==> src/hdl/pcs_pkg.sv <==
`default_nettype none
package pcs_pkg;

  localparam int PCT_W = 14;
  localparam logic [PCT_W-1:0] PCT_RESET = 14'd5000;
  localparam int DIVISOR = 10000;

  localparam int CFG_AW = 3;
  localparam int CFG_DW = 32;
  localparam logic REG_PCT = 1'b0;

  localparam int QDEPTH = 4;

  typedef enum logic [2:0] {
    ST_IDLE,
    ST_SCAN,
    ST_PUT,
    ST_MUL,
    ST_DIV,
    ST_RANK,
    ST_OUT
  } back_state_t;

endpackage
`default_nettype wire

==> src/hdl/pcs_front.sv <==
`default_nettype none
module pcs_front #(
  parameter int SAMPLE_BITS = 32
) (
  input  wire logic                   clk,
  input  wire logic                   rst_n,
  input  wire logic                   in_valid,
  output logic                        in_ready,
  input  wire logic [SAMPLE_BITS-1:0] in_sample,
  input  wire logic                   in_last,
  output logic                        item_valid,
  input  wire logic                   item_ready,
  output logic      [SAMPLE_BITS-1:0] item_sample,
  output logic                        item_last
);
  import pcs_pkg::*;

  localparam int PW = $clog2(QDEPTH);

  logic [SAMPLE_BITS-1:0] smp_q_r [QDEPTH];
  logic                   last_q_r [QDEPTH];
  logic [PW-1:0]          wr_ptr_r;
  logic [PW-1:0]          rd_ptr_r;
  logic [PW:0]            fill_r;
  logic                   push;
  logic                   pop;

  assign in_ready    = (fill_r != (PW+1)'(QDEPTH));
  assign item_valid  = (fill_r != '0);
  assign item_sample = smp_q_r[rd_ptr_r];
  assign item_last   = last_q_r[rd_ptr_r];
  assign push        = in_valid && in_ready;
  assign pop         = item_valid && item_ready;

  always_ff @(posedge clk) begin
    if (push) begin
      smp_q_r[wr_ptr_r]  <= in_sample;
      last_q_r[wr_ptr_r] <= in_last;
    end
  end

  always_ff @(posedge clk) begin
    if (!rst_n) begin
      wr_ptr_r <= '0;
      rd_ptr_r <= '0;
      fill_r   <= '0;
    end else begin
      if (push) begin
        wr_ptr_r <= wr_ptr_r + 1'b1;
      end
      if (pop) begin
        rd_ptr_r <= rd_ptr_r + 1'b1;
      end
      if (push && !pop) begin
        fill_r <= fill_r + 1'b1;
      end else if (pop && !push) begin
        fill_r <= fill_r - 1'b1;
      end
    end
  end

endmodule
`default_nettype wire

==> config.mk <==
export PLATFORM = sky130hd
export DESIGN_NAME = pcs_front
export DESIGN_NICKNAME = d
export VERILOG_FILES = /design/src/hdl/pcs_pkg.sv /design/src/hdl/pcs_front.sv
export SDC_FILE = /design/constraint.sdc
export NUM_CORES = 1
export LEC_CHECK = 0
export BUFFER_PORTS_ARGS = -buffer_cell sky130_fd_sc_hd__buf_4
export CAP_MARGIN = 10
export CORE_MARGIN = 4
export CORE_UTILIZATION = 40
export CTS_BUF_LIST = sky130_fd_sc_hd__clkbuf_16
export CTS_CLUSTER_DIAMETER = 60
export DETAILED_ROUTE_END_ITERATION = 6
export MAX_ROUTING_LAYER = met4
export SLEW_MARGIN = 20
export SYNTH_ARGS = -nofsm -noshare
export SYNTH_HDL_FRONTEND = slang
export SYNTH_SLANG_ARGS = --single-unit
==> constraint.sdc <==
create_clock -name clk -period 6.4 [get_ports clk]
set_input_delay 1.6 -clock clk [delete_from_list [all_inputs] [get_ports clk]]
set_output_delay 1.6 -clock clk [all_outputs]
set_load 0.02 [all_outputs]
==> results.yml, run 1 <==
clock_tree:
  insertion_delay_ns: 0.41
  cts_htree_levels: 4
  root_buffer: "clkbuf_16"
  cts_buffers: 17
  cts_tree: "built"
  holdBufCountCts: 0
  cts_resized: 0
  clock_path_buffers: 2
  cts_sinks: 141
  clk_pin_slew_ns: 0.06
  postCtsSetupBuffers: 0
global_routing:
  grt_max_degree: 34
  grt_pass1_wl_mm: 14.3
  grt-ovfl-total: 0
  grt_pass1_vias: 2586
  gr-usage-all-layers_pct: 13.6
  grt_antenna_before_repair: 0
drt:
  drt_iter0_markers: 206
  drt-pass1-iter-count: 4
  drcViolationCount: 0
  vias: 2400
  antenna_left: 0
  drt_wl_total_mm: 9.23
  wl_per_cell_um: 18.9
  routed_via_density: 4.93
synthesis:
  seq_area_frac_synth_pct: 78.2
  ys_types: 23
  synth_top_area_share_pct: 74.8
  synth_top_area_cell: "edfxtp_1"
  yosys_warnings: 0
  synth_fp_nets: 264
  syn_area_mm2: 0.00530
  ys_ff_latch: 141
  syn_inst: 221
  synth_area_leaders: "edfxtp_1, mux4_2, dfxtp_1"
  syn_avg_cell_area_um2: 24.0
setup_path:
  cp_top_family: "flip-flops"
  path_cells: "buf_4, mux4_2, buf_4"
  reg2reg_depth: 8
  cp.arrival_ns: 2.37
  endpoint_kind: "output pin"
  worstSetupPathType: "flip-flop to output pin"
  slowest_delay_ns: 0.73
  cp_max_fo: 17
  cpMaxStageDelayCell: "dfxtp_2"
  cp.depth: 3
  cp_num_buf_inv: 2
  cp-start-kind: "flip-flop"
  crit_top_cell: "buf_4"
  critPathRequiredTime_ns: 4.80
sta:
  timing.fmax_mhz: 252
  fin_crit_ns: 3.97
  finClkSkew_ns: 0.00724
  tns_ns: 0
  finalMaxSlewViolations: 0
  rsz0062_at_grt: "false"
  worst_pin_slew_ns: 0.936
  finalHoldViolations: 0
  relSlewSlack_pct: 37.6
  min_period_over_period_pct: 62.0
  setup_viol: 0
power_and_ir_drop:
  power_leakage_nw: 2.25
  p_per_area_mw_per_mm2: 438
  ir_worst_vdd_mv: 0.186
flow_run:
  cap_violations: 0
floorplanning:
  pin_count: 72
  die_area_mm2: 0.0152
  std_cell_rows: 41
  fp.dieW_um: 123
  start_util_pct: 41.5
  core_area_mm2: 0.0128
  dieHeight_um: 123
place:
  io_buffers: 71
  placed_area_mm2: 0.00597
  place_congestion: 0.682
  dpl.hpwl_mm: 5.53
cells_and_area:
  final_common_cell: "edfxtp_1"
  n_antenna_cell: 0
  final_cell_mix: "edfxtp_1, buf_4, mux4_2"
  area_growth_pct: 24.0
  drive_gt1_share_pct: 44.8
  num-nets-final: 346
  fin_area_mm2: 0.00657
  nFillCells: 1032
run_status:
  status: "completed"
min_path:
  hold_class: "flip-flop to flip-flop"
  hold_depth: 2
[final timing paths]
check,from,endpoint,slack [ns]
worst max-delay path,flip-flop,item_sample[30],2.43
worst min-delay path,wr_ptr_r[0]$_SDFFE_PN0P_,wr_ptr_r[0]$_SDFFE_PN0P_,0.51
worst max register to register,fill_r[1]$_SDFFE_PN0P_,fill_r[2]$_SDFFE_PN0P_,4.09
worst min register to register,wr_ptr_r[0]$_SDFFE_PN0P_,wr_ptr_r[0]$_SDFFE_PN0P_,0.51
[cell families after synthesis]
group,count (synthesis),share of synthesized area (%)
AOI/OAI and AO/OA,5,1.30
xor gates and xnor gates,4,0.661
adders and majority gates,6,1.56
buffers and inverters,12,1.98
DFF,141,78.2
muxes,36,14.6
and+or+nand+nor,17,1.72
[final cells by class]
cell class / count / area [um^2] / area share (%)
flip-flops and latches: 141 / 4150 / 63.1
multi-input cells: 68 / 1060 / 16.1
repair buffers: 72 / 541 / 8.22
clock buffers: 17 / 425 / 6.47
well taps: 172 / 215 / 3.27
clock inverters: 14 / 179 / 2.72
inverters: 3 / 11.3 / 0.171
[registers in the layout (all words and copies together) (netlist names), named ones only]
name / flops
fill_r: 3
last_q_r: 4
rd_ptr_r: 2
smp_q_r: 128
wr_ptr_r: 2
[power by group]
| group | switching, mW | internal (mW) | total, mW |
|---|---|---|---|
| registers | 0.0833 | 1.12 | 1.21 |
| logic | 0.339 | 0.342 | 0.681 |
| clock network | 0.347 | 0.643 | 0.990 |
[worst reg2reg max path: stages (launching register included)]
cell and delay [ns]:
dfxtp_1 0.50, nor2_1 0.16, a21boi_4 0.29, ha_1 0.24
inv_1 0.06, fa_1 0.37, xor2_1 0.18, or3_1 0.31
a21boi_1 0.13
[through the flow]
| stage | utilization [%] | std cells | hold WS [ns] | worst slack [ns] | power (mW) |
|---|---|---|---|---|---|
| 2_1_floorplan | - | 221 | 0.468 | 3.32 | 1.69 |
| 3_3_place_gp | 46.7 | 456 | 0.482 | 2.79 | 1.92 |
| 4_1_cts | 51.5 | 487 | 0.519 | 2.31 | 2.92 |
| 3_5_place_dp | 46.7 | 456 | 0.507 | 2.77 | 1.93 |
| 5_1_grt | 51.5 | 487 | 0.541 | 2.21 | 3.00 |
| 6_report | 51.5 | 487 | 0.513 | 2.43 | 2.88 |
[cells in the mapped netlist]
master,count
ha_1,5
buf_2,3
nor2b_1,1
mux4_2,33
o311ai_2,1
xor2_1,1
mux2i_1,3
buf_12,3
clkbuf_1,2
nand2_1,5
a21boi_4,1
and2_1,8
o21ai_0,1
inv_1,3
xnor2_1,3
nor2_1,1
o31ai_4,1
a21boi_1,1
or3_1,2
buf_6,1
fa_1,1
dfxtp_1,9
edfxtp_1,132
[metal layers]
metal,vias up,global-route usage (%),share of wire [%]
met5,-,-,0
li1,1082,-,-
met3,11,4.99,5.9
met4,0,4.78,1.3
met2,62,21.5,51
met1,1245,16.2,42
No activity file was read; power rests on OpenSTA's default activity.
==> run 2, diff against run 1 <==
==> constraint.sdc (replaced) <==
create_clock -name clk -period 3.2 [get_ports clk]
set_input_delay 0.8 -clock clk [delete_from_list [all_inputs] [get_ports clk]]
set_output_delay 0.8 -clock clk [all_outputs]
set_load 0.02 [all_outputs]
==> run 2 against run 1 <==
Compared with the run above: utilization fell by 0.22 points; via count did not move; count of clock-buffer cells in the layout did not move; worst setup slack got worse by 1.9 ns; largest cell class unchanged; highest routed layer unchanged.
==> results.yml, run 2 (same netlist as run 1, synthesis figures left out) <==
run_status:
  status: "completed"
setup_path:
  cp_top_family: "flip-flops"
  crit_top_cell: "buf_4"
  cp-start-kind: "flip-flop"
  cp_max_fo: 18
  cp.arrival_ns: 1.91
  r2r-end: "fill_r[2]$_SDFFE_PN0P_"
  r2r_slack_ns: 0.90
  path_cells: "buf_4, mux4_2, buf_4"
  cp_num_buf_inv: 2
  critPathRequiredTime_ns: 2.40
  regToRegStartpoint: "fill_r[0]$_SDFFE_PN0P_"
  worstSetupPathType: "flip-flop to output pin"
  cpMaxStageDelayCell: "dfxtp_2"
  reg2reg_depth: 8
  slowest_delay_ns: 0.65
  endpoint_kind: "output pin"
floorplanning:
  pin_count: 72
  die_area_mm2: 0.0152
  fp.dieW_um: 123
  std_cell_rows: 41
  start_util_pct: 41.5
  core_area_mm2: 0.0128
  dieHeight_um: 123
sta:
  finClkSkew_ns: 0.00312
  finalHoldViolations: 0
  min_period_over_period_pct: 84.6
  hold_ws_ns: 0.495
  relSlewSlack_pct: 65.0
  rsz0062_at_grt: "false"
  setup_viol: 0
  fin_crit_ns: 2.71
  finalMaxSlewViolations: 0
  timing.fmax_mhz: 369
  worst_pin_slew_ns: 0.526
  tns_ns: 0
cells_and_area:
  top_regs: "smp_q_r (128), last_q_r (4), fill_r (3)"
  largest-register: "smp_q_r"
  area_growth_pct: 23.5
  final_cell_mix: "edfxtp_1, buf_4, mux4_2"
  n_antenna_cell: 0
  drive_gt1_share_pct: 44.4
  nFillCells: 1045
  largest_register_ffs: 128
  num-nets-final: 352
  final_common_cell: "edfxtp_1"
flow_run:
  cap_violations: 0
global_routing:
  grt_antenna_before_repair: 0
  top_usage_layer: "met2"
  gr-usage-met2_pct: 20.2
  gr-usage-all-layers_pct: 13.9
  grt_pass1_vias: 2548
  met3_usage_pct: 4.35
  grt-ovfl-total: 0
  grtUsageMet1_pct: 17.6
  grt_pass1_wl_mm: 14.4
  grt_max_degree: 34
drt:
  drcViolationCount: 0
  routed_via_density: 4.86
  drt-pass1-iter-count: 4
  wl_per_cell_um: 18.4
  drt_iter0_markers: 152
  antenna_left: 0
  vias: 2400
  drt_wl_total_mm: 9.09
place:
  io_buffers: 71
  dpl.hpwl_mm: 5.43
  place_congestion: 0.724
clock_tree:
  clk_pin_slew_ns: 0.05
  cts_sinks: 141
  clock_path_buffers: 2
  cts_buffers: 17
  holdBufCountCts: 0
  cts_tree: "built"
  cts_resized: 0
  cts_htree_levels: 4
  root_buffer: "clkbuf_16"
  insertion_delay_ns: 0.41
  postCtsSetupBuffers: 0
min_path:
  min-delay-start: "wr_ptr_r[0]$_SDFFE_PN0P_"
  min_to: "wr_ptr_r[0]$_SDFFE_PN0P_"
  hold_class: "flip-flop to flip-flop"
  hold_depth: 2
power_and_ir_drop:
  p_per_area_mw_per_mm2: 831
  ir_worst_vdd_mv: 0.404
  power_leakage_nw: 2.25
==> run 2: cell count changes in the layout (fill, tap and decap cells not counted) <==
cell and change:
buf_12 +3, bufinv_16 -4, clkinv_2 +2, buf_4 +3, clkinv_4 -3, clkinvlp_4 +1, inv_1 +3, clkinv_1 +2
==> run 2: stage by stage <==
| stage | std cells | utilization, % | setup slack [ns] | total power [mW] | instance area (um^2) |
|---|---|---|---|---|---|
| floorplan | 221 | - | 0.915 | 3.38 | 5300 |
| global placement | 462 | 47.4 | 0.769 | 3.88 | 6050 |
| detailed placement | 462 | 47.4 | 0.660 | 3.90 | 6050 |
| CTS | 494 | 51.2 | 0.420 | 5.54 | 6550 |
| global route | 494 | 51.2 | 0.393 | 5.73 | 6550 |
| finish | 494 | 51.2 | 0.494 | 5.44 | 6550 |
==> run 2: worst max-delay path by stage <==
stage / end / slack (ns) / depth (start not counted)
floorplan: fill_r[2]$_SDFFE_PN0P_ / 0.92 / 7
global placement: fill_r[2]$_SDFFE_PN0P_ / 0.77 / 8
detailed placement: fill_r[2]$_SDFFE_PN0P_ / 0.66 / 8
CTS: item_sample[23] / 0.42 / 3
global route: item_sample[23] / 0.39 / 3
finish: item_sample[23] / 0.49 / 3
==> run 2: worst reg2reg max path: stages (launching register included) <==
cell and delay (ns):
dfxtp_1 0.50, nor2_1 0.15, a21boi_4 0.28, ha_1 0.23, inv_1 0.06, fa_1 0.37
xor2_1 0.18, or3_1 0.32, a21boi_1 0.14
==> run 2: routing by layer <==
metal  routed length [um]  part of all wire, %
met5                    0                    0
met4                  192                  2.1
met3                  482                  5.3
met2                 4430                   49
met1                 3980                   44
==> run 2: area by class of cell <==
cell class / count / area, um^2 / share of cell area (%)
flip-flops and latches: 141 / 4150 / 63.3
multi-input cells: 68 / 1060 / 16.1
repair buffers: 78 / 623 / 9.52
clock buffers: 17 / 425 / 6.50
well taps: 172 / 215 / 3.29
clock inverters: 15 / 68.8 / 1.05
inverters: 3 / 11.3 / 0.172
==> run 2: power breakdown <==
part | total, mW | internal, mW | leakage, nW | switching [mW]
Combinational | 1.48 | 0.726 | 0.704 | 0.750
Sequential | 2.34 | 2.25 | 1.28 | 0.0962
Clock | 1.62 | 0.954 | 0.258 | 0.669
